===== src/rtl/core/hfd_pkg.sv =====
// Shared types and constants for the heartbeat failure detector.
// Holds the payload words, the peer entry layout, the control/status structs and codes.
// No dependencies.
package hfd_pkg;

   // Peer table geometry; the peer field width sets the depth.
   localparam int PEER_W = 4;
   localparam int PEERS = 1 << PEER_W;

   // Restoring divider: the quotient always fits in 16 bits.
   localparam int DIV_STEPS = 16;
   localparam int DIV_CNT_W = $clog2(DIV_STEPS);

   // Configuration register indexes.
   localparam int CSR_IDX_W = 4;
   localparam logic [CSR_IDX_W-1:0] CSR_THRESHOLD = 4'd0;
   localparam logic [CSR_IDX_W-1:0] CSR_LIMIT = 4'd1;
   localparam logic [7:0] THRESHOLD_RESET = 8'd3;
   localparam logic [7:0] LIMIT_RESET = 8'd5;

   // Event kinds carried in the request word.
   typedef enum logic [2:0] {
      KIND_SENT  = 3'd0,
      KIND_RECV  = 3'd1,
      KIND_TMO   = 3'd2,
      KIND_STALE = 3'd3,
      KIND_CLEAR = 3'd4
   } kind_type;

   // Event results reported in the response word.
   typedef enum logic [1:0] {
      EV_NONE      = 2'd0,
      EV_SUSPECTED = 2'd1,
      EV_RECOVERED = 2'd2
   } ev_type;

   typedef struct packed {
      logic [2:0]        kind;
      logic [PEER_W-1:0] peer;
      logic [15:0]       latency_ms;
   } req_type;

   typedef struct packed {
      logic [PEER_W-1:0] peer_out;
      logic [1:0]        event_res;
      logic [15:0]       failure_run;
      logic              suspected;
      logic              healthy;
      logic [31:0]       sent_count;
      logic [31:0]       received_count;
      logic [15:0]       mean_latency;
      logic [15:0]       lat_min;
      logic [15:0]       lat_max;
   } rsp_type;

   // One peer's statistics.
   typedef struct packed {
      logic [31:0] sent;
      logic [31:0] recv;
      logic [15:0] fail;
      logic        sus;
      logic [15:0] mean;
      logic [15:0] low;
      logic [15:0] high;
   } entry_type;

   localparam entry_type ENTRY_RESET = '{
      sent: 32'd0, recv: 32'd0, fail: 16'd0, sus: 1'b0,
      mean: 16'd0, low: 16'hFFFF, high: 16'd0
   };

   // Controller states.
   typedef enum logic [2:0] {
      ST_IDLE,
      ST_CHECK,
      ST_MUL,
      ST_START,
      ST_DIV,
      ST_COMMIT
   } state_type;

   // Commands from the controller to the datapath.
   typedef struct packed {
      logic load;
      logic mul;
      logic div_start;
      logic commit;
   } cmd_type;

   // Status from the datapath to the controller.
   typedef struct packed {
      logic need_div;
      logic div_done;
      logic rsp_free;
   } status_type;

endpackage


===== src/rtl/core/hfd_div.sv =====
// Restoring divider for the running mean, one quotient bit per cycle.
// Depends on hfd_pkg for the step count.
module hfd_div
   import hfd_pkg::*;
(
   input  logic        clock,
   input  logic        reset,
   input  logic        start,
   input  logic [47:0] dividend,
   input  logic [32:0] divisor,
   output logic        done,
   output logic [15:0] quotient
);

   logic                 busy_ff;
   logic                 done_ff;
   logic [DIV_CNT_W-1:0] cnt_ff;
   logic [33:0]          rem_ff;
   logic [33:0]          rem_in;
   logic [15:0]          low_ff;
   logic [32:0]          dsr_ff;
   logic [15:0]          quo_ff;
   logic [33:0]          rem_shift;
   logic                 fits;

   // One restoring step: shift in the next dividend bit, subtract if it fits.
   always_comb begin
      rem_shift = {rem_ff[32:0], low_ff[15]};
      fits = rem_shift >= {1'b0, dsr_ff};
      rem_in = fits ? (rem_shift - {1'b0, dsr_ff}) : rem_shift;
   end

   // Control flags.
   always_ff @(posedge clock) begin
      if (reset) begin
         busy_ff <= 1'b0;
         done_ff <= 1'b0;
         cnt_ff <= '0;
      end else if (start) begin
         busy_ff <= 1'b1;
         done_ff <= 1'b0;
         cnt_ff <= '0;
      end else if (busy_ff) begin
         cnt_ff <= cnt_ff + 1'b1;
         if (cnt_ff == DIV_CNT_W'(DIV_STEPS - 1)) begin
            busy_ff <= 1'b0;
            done_ff <= 1'b1;
         end
      end
   end

   // Partial remainder and quotient. The upper dividend half is below the
   // divisor because the quotient fits in 16 bits.
   always_ff @(posedge clock) begin
      if (start) begin
         rem_ff <= {2'b00, dividend[47:16]};
         low_ff <= dividend[15:0];
         dsr_ff <= divisor;
         quo_ff <= '0;
      end else if (busy_ff) begin
         rem_ff <= rem_in;
         low_ff <= {low_ff[14:0], 1'b0};
         quo_ff <= {quo_ff[14:0], fits};
      end
   end

   assign done = done_ff;
   assign quotient = quo_ff;

   a_start_clears_done: assert property (@(posedge clock) disable iff (reset)
      start |=> !done_ff)
      else $error("divider reports done right after a start");

   a_done_holds: assert property (@(posedge clock) disable iff (reset)
      (done_ff && !start) |=> done_ff)
      else $error("divider done dropped without a new start");

   a_not_both: assert property (@(posedge clock) disable iff (reset)
      !(busy_ff && done_ff))
      else $error("divider busy and done at once");

endmodule


===== src/rtl/core/hfd_dp.sv =====
// Datapath: peer table, configuration registers, mean multiplier and divider,
// entry update logic and the response register. Depends on hfd_pkg and hfd_div.
module hfd_dp
   import hfd_pkg::*;
(
   input  logic                 clock,
   input  logic                 reset,
   input  cmd_type              cmd,
   output status_type           status,
   input  req_type              req_data,
   output logic                 rsp_valid,
   input  logic                 rsp_stall,
   output rsp_type              rsp_data,
   input  logic                 csr_we,
   input  logic [CSR_IDX_W-1:0] csr_index,
   input  logic [7:0]           csr_wdata
);

   entry_type         table_ff [PEERS];
   entry_type         ent_ff;
   entry_type         ent_new;
   logic [2:0]        kind_ff;
   logic [PEER_W-1:0] peer_ff;
   logic [15:0]       lat_ff;
   logic [47:0]       prod_ff;
   logic [7:0]        thresh_ff;
   logic [7:0]        limit_ff;
   logic              rsp_valid_ff;
   rsp_type           rsp_ff;
   ev_type            ev;
   logic              div_done;
   logic [15:0]       quotient;
   logic [15:0]       fail_inc;
   logic [15:0]       fail_inc2;
   logic              trip1;
   logic              trip2;
   logic              sus1;

   // Configuration registers.
   always_ff @(posedge clock) begin
      if (reset) begin
         thresh_ff <= THRESHOLD_RESET;
         limit_ff <= LIMIT_RESET;
      end else if (csr_we) begin
         case (csr_index)
            CSR_THRESHOLD: thresh_ff <= csr_wdata;
            CSR_LIMIT:     limit_ff <= csr_wdata;
            default:       ;
         endcase
      end
   end

   // Capture the event and read its entry when it is accepted.
   always_ff @(posedge clock) begin
      if (cmd.load) begin
         kind_ff <= req_data.kind;
         peer_ff <= req_data.peer;
         lat_ff <= req_data.latency_ms;
         ent_ff <= table_ff[req_data.peer];
      end
   end

   // Numerator of the running mean: mean times old count plus latency.
   always_ff @(posedge clock) begin
      if (cmd.mul) begin
         prod_ff <= (48'(ent_ff.mean) * 48'(ent_ff.recv)) + 48'(lat_ff);
      end
   end

   hfd_div u_div (
      .clock    (clock),
      .reset    (reset),
      .start    (cmd.div_start),
      .dividend (prod_ff),
      .divisor  ({1'b0, ent_ff.recv} + 33'd1),
      .done     (div_done),
      .quotient (quotient)
   );

   // New entry value and event result.
   always_comb begin
      ent_new = ent_ff;
      ev = EV_NONE;
      fail_inc = (ent_ff.fail == 16'hFFFF) ? ent_ff.fail : ent_ff.fail + 16'd1;
      fail_inc2 = fail_inc;
      trip1 = 1'b0;
      trip2 = 1'b0;
      sus1 = ent_ff.sus;
      case (kind_ff)
         KIND_SENT: begin
            if (ent_ff.sent != 32'hFFFF_FFFF) begin
               ent_new.sent = ent_ff.sent + 32'd1;
            end
         end
         KIND_RECV: begin
            if (ent_ff.recv != 32'hFFFF_FFFF) begin
               ent_new.recv = ent_ff.recv + 32'd1;
            end
            ent_new.fail = '0;
            if (lat_ff < ent_ff.low) begin
               ent_new.low = lat_ff;
            end
            if (lat_ff > ent_ff.high) begin
               ent_new.high = lat_ff;
            end
            ent_new.mean = (ent_ff.recv == 32'd0) ? lat_ff : quotient;
            if (ent_ff.sus) begin
               ent_new.sus = 1'b0;
               ev = EV_RECOVERED;
            end
         end
         KIND_TMO: begin
            ent_new.fail = fail_inc;
            if (fail_inc >= {8'd0, thresh_ff} && !ent_ff.sus) begin
               ent_new.sus = 1'b1;
               ev = EV_SUSPECTED;
            end
         end
         KIND_STALE: begin
            // Test before the increment, then again after it if it happens.
            trip1 = (ent_ff.fail >= {8'd0, thresh_ff}) && !ent_ff.sus;
            sus1 = ent_ff.sus || trip1;
            if (ent_ff.fail < {8'd0, limit_ff}) begin
               ent_new.fail = fail_inc2;
               trip2 = (fail_inc2 >= {8'd0, thresh_ff}) && !sus1;
            end
            ent_new.sus = sus1 || trip2;
            if (trip1 || trip2) begin
               ev = EV_SUSPECTED;
            end
         end
         KIND_CLEAR: begin
            ent_new = ENTRY_RESET;
         end
         default: ;
      endcase
   end

   // Peer table, written back at commit.
   always_ff @(posedge clock) begin
      if (reset) begin
         for (int i = 0; i < PEERS; i++) begin
            table_ff[i] <= ENTRY_RESET;
         end
      end else if (cmd.commit) begin
         table_ff[peer_ff] <= ent_new;
      end
   end

   // Response register; it frees itself when the word is taken.
   always_ff @(posedge clock) begin
      if (reset) begin
         rsp_valid_ff <= 1'b0;
      end else if (cmd.commit) begin
         rsp_valid_ff <= 1'b1;
      end else if (!rsp_stall) begin
         rsp_valid_ff <= 1'b0;
      end
   end

   always_ff @(posedge clock) begin
      if (cmd.commit) begin
         rsp_ff.peer_out <= peer_ff;
         rsp_ff.event_res <= ev;
         rsp_ff.failure_run <= ent_new.fail;
         rsp_ff.suspected <= ent_new.sus;
         rsp_ff.healthy <= !ent_new.sus && (ent_new.fail < {8'd0, limit_ff});
         rsp_ff.sent_count <= ent_new.sent;
         rsp_ff.received_count <= ent_new.recv;
         rsp_ff.mean_latency <= ent_new.mean;
         rsp_ff.lat_min <= ent_new.low;
         rsp_ff.lat_max <= ent_new.high;
      end
   end

   assign rsp_valid = rsp_valid_ff;
   assign rsp_data = rsp_ff;

   assign status.need_div = (kind_ff == KIND_RECV) && (ent_ff.recv != 32'd0);
   assign status.div_done = div_done;
   assign status.rsp_free = !rsp_valid_ff || !rsp_stall;

   a_commit_after_div: assert property (@(posedge clock) disable iff (reset)
      (cmd.commit && status.need_div) |-> div_done)
      else $error("mean committed before the division finished");

endmodule


===== src/rtl/core/hfd_ctrl.sv =====
// Controller state machine: sequences load, multiply, divide and commit.
// Depends on hfd_pkg for the state, command and status types.
module hfd_ctrl
   import hfd_pkg::*;
(
   input  logic       clock,
   input  logic       reset,
   input  logic       req_valid,
   output logic       req_stall,
   input  status_type status,
   output cmd_type    cmd
);

   state_type state_ff;
   state_type state_in;

   // State register.
   always_ff @(posedge clock) begin
      if (reset) begin
         state_ff <= ST_IDLE;
      end else begin
         state_ff <= state_in;
      end
   end

   // Next state and commands.
   always_comb begin
      state_in = state_ff;
      cmd = '0;
      req_stall = 1'b1;
      case (state_ff)
         ST_IDLE: begin
            req_stall = 1'b0;
            if (req_valid) begin
               cmd.load = 1'b1;
               state_in = ST_CHECK;
            end
         end
         ST_CHECK: begin
            state_in = status.need_div ? ST_MUL : ST_COMMIT;
         end
         ST_MUL: begin
            cmd.mul = 1'b1;
            state_in = ST_START;
         end
         ST_START: begin
            cmd.div_start = 1'b1;
            state_in = ST_DIV;
         end
         ST_DIV: begin
            if (status.div_done) begin
               state_in = ST_COMMIT;
            end
         end
         ST_COMMIT: begin
            if (status.rsp_free) begin
               cmd.commit = 1'b1;
               state_in = ST_IDLE;
            end
         end
         default: begin
            state_in = ST_IDLE;
         end
      endcase
   end

   a_commit_needs_room: assert property (@(posedge clock) disable iff (reset)
      cmd.commit |-> status.rsp_free)
      else $error("response committed over an untaken word");

   a_accept_then_busy: assert property (@(posedge clock) disable iff (reset)
      cmd.load |=> req_stall)
      else $error("new word taken while one is in work");

   a_commit_then_free: assert property (@(posedge clock) disable iff (reset)
      cmd.commit |=> !req_stall)
      else $error("controller not idle after commit");

endmodule


===== src/rtl/core/heartbeat_failure_detector.sv =====
// Heartbeat failure detector top level: joins the controller and the datapath.
// Depends on hfd_pkg, hfd_ctrl and hfd_dp.
//
// Usage: each request word names a peer (16 entries) and an event kind:
// probe sent, response with latency, timeout, stale peer or clear entry.
// Every request yields one response word describing that peer's entry after
// the update, with an event code for a new suspicion or a recovery.
// Requests are taken on req_valid with req_stall low; responses leave on
// rsp_valid and are taken when rsp_stall is low. Registers are written on
// the csr channel (index 0 suspicion threshold, 1 failure limit), which is
// always ready; write them only while no request is in work.
// Sequencing: one request is in work at a time; the next request is taken
// only once the last one is committed. Most events go from the check state
// straight to commit. A response event on a peer with earlier responses also
// passes the 48-bit multiply-add and the 16-step restoring divider for the
// running mean. A finished response waits in the output register while the
// next request is taken; a held rsp_stall delays only the following commit.
// Reset clears the peer table (the low field, which tracks the minimum, to 65535)
// and restores the threshold to 3 and the limit to 5.
module heartbeat_failure_detector
   import hfd_pkg::*;
(
   input  logic                 clock,
   input  logic                 reset,
   input  logic                 req_valid,
   output logic                 req_stall,
   input  req_type              req_data,
   output logic                 rsp_valid,
   input  logic                 rsp_stall,
   output rsp_type              rsp_data,
   input  logic                 csr_valid,
   output logic                 csr_ready,
   input  logic [CSR_IDX_W-1:0] csr_index,
   input  logic [7:0]           csr_wdata
);

   cmd_type    cmd;
   status_type status;

   // Configuration writes are taken in any cycle.
   assign csr_ready = 1'b1;

   hfd_ctrl u_ctrl (
      .clock     (clock),
      .reset     (reset),
      .req_valid (req_valid),
      .req_stall (req_stall),
      .status    (status),
      .cmd       (cmd)
   );

   hfd_dp u_dp (
      .clock     (clock),
      .reset     (reset),
      .cmd       (cmd),
      .status    (status),
      .req_data  (req_data),
      .rsp_valid (rsp_valid),
      .rsp_stall (rsp_stall),
      .rsp_data  (rsp_data),
      .csr_we    (csr_valid && csr_ready),
      .csr_index (csr_index),
      .csr_wdata (csr_wdata)
   );

endmodule

===== config.mk =====
export PLATFORM = sky130hd
export DESIGN_NAME = heartbeat_failure_detector
export DESIGN_NICKNAME = d
export VERILOG_FILES = /design/src/rtl/core/hfd_pkg.sv /design/src/rtl/core/hfd_div.sv /design/src/rtl/core/hfd_dp.sv /design/src/rtl/core/hfd_ctrl.sv /design/src/rtl/core/heartbeat_failure_detector.sv
export SDC_FILE = /design/constraint.sdc
export NUM_CORES = 2
export LEC_CHECK = 0
export BUFFER_PORTS_ARGS = -buffer_cell sky130_fd_sc_hd__clkbuf_2
export CORE_ASPECT_RATIO = 0.9
export CORE_MARGIN = 2
export CORE_UTILIZATION = 40
export CTS_BUF_LIST = sky130_fd_sc_hd__clkbuf_4 sky130_fd_sc_hd__clkbuf_8
export CTS_CLUSTER_DIAMETER = 120
export DETAILED_ROUTE_END_ITERATION = 12
export PLACE_DENSITY_LB_ADDON = 0.12
export SYNTH_ARGS = -nofsm -noshare
export SYNTH_HDL_FRONTEND = slang
export SYNTH_HIERARCHICAL = 1
export SYNTH_SLANG_ARGS = --single-unit

===== constraint.sdc =====
create_clock -name clock -period 35.9 [get_ports clock]
set_input_delay 10.77 -clock clock [delete_from_list [all_inputs] [get_ports clock]]
set_output_delay 10.77 -clock clock [all_outputs]
set_load 0.01 [all_outputs]

==> flow_summary.ini <==
[status]
outcome = finished clean

[sta]
fmax_mhz = 59.31
tns_ps = 0
skew_ps = 114.4
hold_violations = 0
finalCritPeriodShare_pct = 46.96
finalWorstSetupSlack_ps = 19040
rsz0062_at_grt = false
max_slew_margin_pct = 11.05
worst_slew_pin_slew_ps = 1308
period_needed_ps = 16860
finalSetupViolCount = 0
maxSlewViolCount = 0

[placement]
gp_congestion = 0.8471
portBuffers = 177
place_ws_ps = 17910
placed_area_um2 = 132400
place_hpwl_um = 239900

[detailed_routing]
routed_wirelength_um = 398200
drtPass1Iterations = 6
post-route-drc-count = 0
drt_iter0_drc = 7412
dr_total_vias = 77620
drtAntennaViolNets = 0
via_per_inst = 5.572
routedWlPerCell_um = 28.58

[clocking]
cts_tree = yes
htreeDepth = 5
cts_resized = 0
cts_buffers = 421
post-cts-setup-buffers = 0
clockBufferDepth = 4
hold_buffers = 0
clock-sinks = 2524
clockRootBuffer = clkbuf_8
path_clk_slew_ps = 60
clock_latency_ps = 1130

[logic_synthesis]
syn-mean-instance-area_um2 = 13.64
ys_types = 90
synth_ff_type = edfxtp_1
yosysWarnings = 6
ys_seq_elements = 2524
syn_inst = 9250
synth_area_um2 = 126200
syn_nets = 9962
synth_edf_count = 2481
yosysSeqAreaShare_pct = 59.73
synthArstFlopShare_pct = 0

[min_path]
whs_path_depth = 2
holdPathEnd = u_dp/u_div/quotient[15]
hold_class = reg -> reg
min_from = u_dp/u_div/quotient[15]

[finish]
final_area_um2 = 140700
area_growth_pct = 11.48
fin_nets = 10170
drive_gt1_share_pct = 19.52

[die]
start_util_pct = 40.21
pin_count = 179
core.rowCount = 195
dieArea_um2 = 319900
coreArea_um2 = 313800
die_h_um = 536.8
die_w_um = 596.0

[critical_path]
r2r_start = u_dp/ent_ff[84]
required_ps = 36570
start_kind = input pin
crit_fanout = 86
crit_arrival_ps = 17530
path_class = in -> reg
r2r_slack_ps = 28200
r2r-end = u_dp/prod_ff[44]
cp-startpoint = rsp_stall
endpoint_kind = flip-flop
r2r_cells = 20

[global_route]
grt_overflow_total = 0
grt_max_degree = 119
grt_pass1_wl_um = 574200
grt_pass1_vias = 80920
antenna_found_initial = 16
gr-usage-all-layers_pct = 24.77

[power]
p_per_area_nw_per_um2 = 79.40
power.total_mw = 11.17
leakage_nw = 52.53
worst_ir_drop_vdd_uv = 150.8

[job]
maxCapViolCount = 0
routing by layer:
metal  wire [um]  vias to the layer above  GRT usage (%)
met4       10380                       12          6.781
met5          86                        -              0
met2      189400                     3101          40.75
met3       29610                      621          4.075
li1            -                    32930              -
met1      168700                    40960          34.17
cell usage after synthesis, types with 25 or more instances:
| library cell | n | area share (%) |
|---|---|---|
| fa_1 | 435 | 6.9 |
| nand3_1 | 62 | 0.25 |
| edfxtp_1 | 2481 | 59 |
| nor3_1 | 30 | 0.12 |
| and2_1 | 228 | 1.1 |
| ha_1 | 237 | 2.4 |
| xnor2_1 | 73 | 0.51 |
| buf_2 | 42 | 0.17 |
| nand2b_1 | 35 | 0.17 |
| a211oi_1 | 25 | 0.15 |
| and3_1 | 36 | 0.18 |
| a21oi_1 | 175 | 0.69 |
| xor2_1 | 60 | 0.42 |
| mux2i_1 | 93 | 0.74 |
| nand2_1 | 691 | 2.1 |
| o21ai_0 | 56 | 0.22 |
| clkbuf_1 | 557 | 1.7 |
| nor2_1 | 2020 | 6.0 |
| mux4_2 | 633 | 11 |
| a21o_1 | 58 | 0.35 |
| buf_1 | 53 | 0.16 |
| inv_1 | 753 | 2.2 |
| nand4_1 | 46 | 0.23 |
| dfxtp_1 | 43 | 0.68 |
power by group:
group	switching, mW	internal [mW]
Combinational	2.97	1.99
Clock	1.22	1.36
Sequential	0.0508	3.59
final cells by class:
type / instances / area [um2]
antenna: 4 / 10.01
clock buffer: 552 / 6872
clock inverter: 199 / 1404
fill: 28360 / 173100
inverter: 754 / 2830
multi-input combinational: 5302 / 45920
sequential: 2524 / 75360
tap: 4137 / 5176
timing repair buffer: 459 / 3080
flip-flops by register name, summed over array words and instances, names as in the netlist:
register,cells
u_ctrl/state_ff,3
u_dp/ent_ff,129
u_dp/kind_ff,3
u_dp/lat_ff,16
u_dp/limit_ff,8
u_dp/peer_ff,4
u_dp/prod_ff,48
u_dp/rsp_data,136
u_dp/rsp_valid,1
u_dp/table_ff,2064
u_dp/thresh_ff,8
u_dp/u_div/busy_ff,1
u_dp/u_div/cnt_ff,4
u_dp/u_div/done,1
u_dp/u_div/dsr_ff,33
u_dp/u_div/low_ff,16
u_dp/u_div/quotient,16
u_dp/u_div/rem_ff,33
how the worst max path moves through the flow:
stage,endpoint,slack [ps],cells past startpoint
final,u_dp/table_ff[10][37],19040,13
after global routing,u_dp/table_ff[10][37],18770,13
after CTS,u_dp/table_ff[10][37],19030,13
after detailed placement,u_dp/table_ff[10][33],17910,13
after global placement,u_dp/table_ff[10][33],17930,13
after floorplan,u_dp/table_ff[13][0],10560,7
critical path, cell delays in order:
cell      delay (ps)
clkbuf_2         110
nand2_1          120
nand2_1           80
nor3_2           350
buf_12           470
buf_4            700
nor2b_1          300
nand2_1          120
nor2_1           890
nand2_4          750
nand2b_4        1020
buf_4            940
buf_4            630
cells in the final DEF (no fill, tap or decap), types with 73 or more instances in the layout:
| master | instances |
|---|---|
| buf_4 | 279 |
| fa_1 | 435 |
| ha_1 | 237 |
| and2_1 | 227 |
| clkbuf_4 | 116 |
| edfxtp_1 | 2481 |
| clkbuf_8 | 436 |
| inv_1 | 753 |
| clkbuf_2 | 172 |
| xnor2_1 | 73 |
| mux4_2 | 633 |
| clkinv_1 | 106 |
| nand2_1 | 678 |
| a21oi_1 | 169 |
| mux2i_1 | 82 |
| nor2_1 | 2018 |
metrics by stage:
stage                     util [%]  hold WS [ps]  instances
after floorplan                  -         435.4       9250
after global placement       42.19         479.5      13180
after detailed placement     42.19         490.0      13180
after CTS                    44.82         506.0      13930
after global routing         44.83         523.9      13930
final                        44.83         507.4      13930
logic make-up after synthesis:
group / synth area share [%]
other cells: 0.002972
xor+xnor: 1.124
buf+inv: 4.350
mux: 12.25
simple gates: 10.66
fa+ha+maj: 9.253
flops: 59.73
compound gates: 2.628
(Power assumes the default switching activity.)
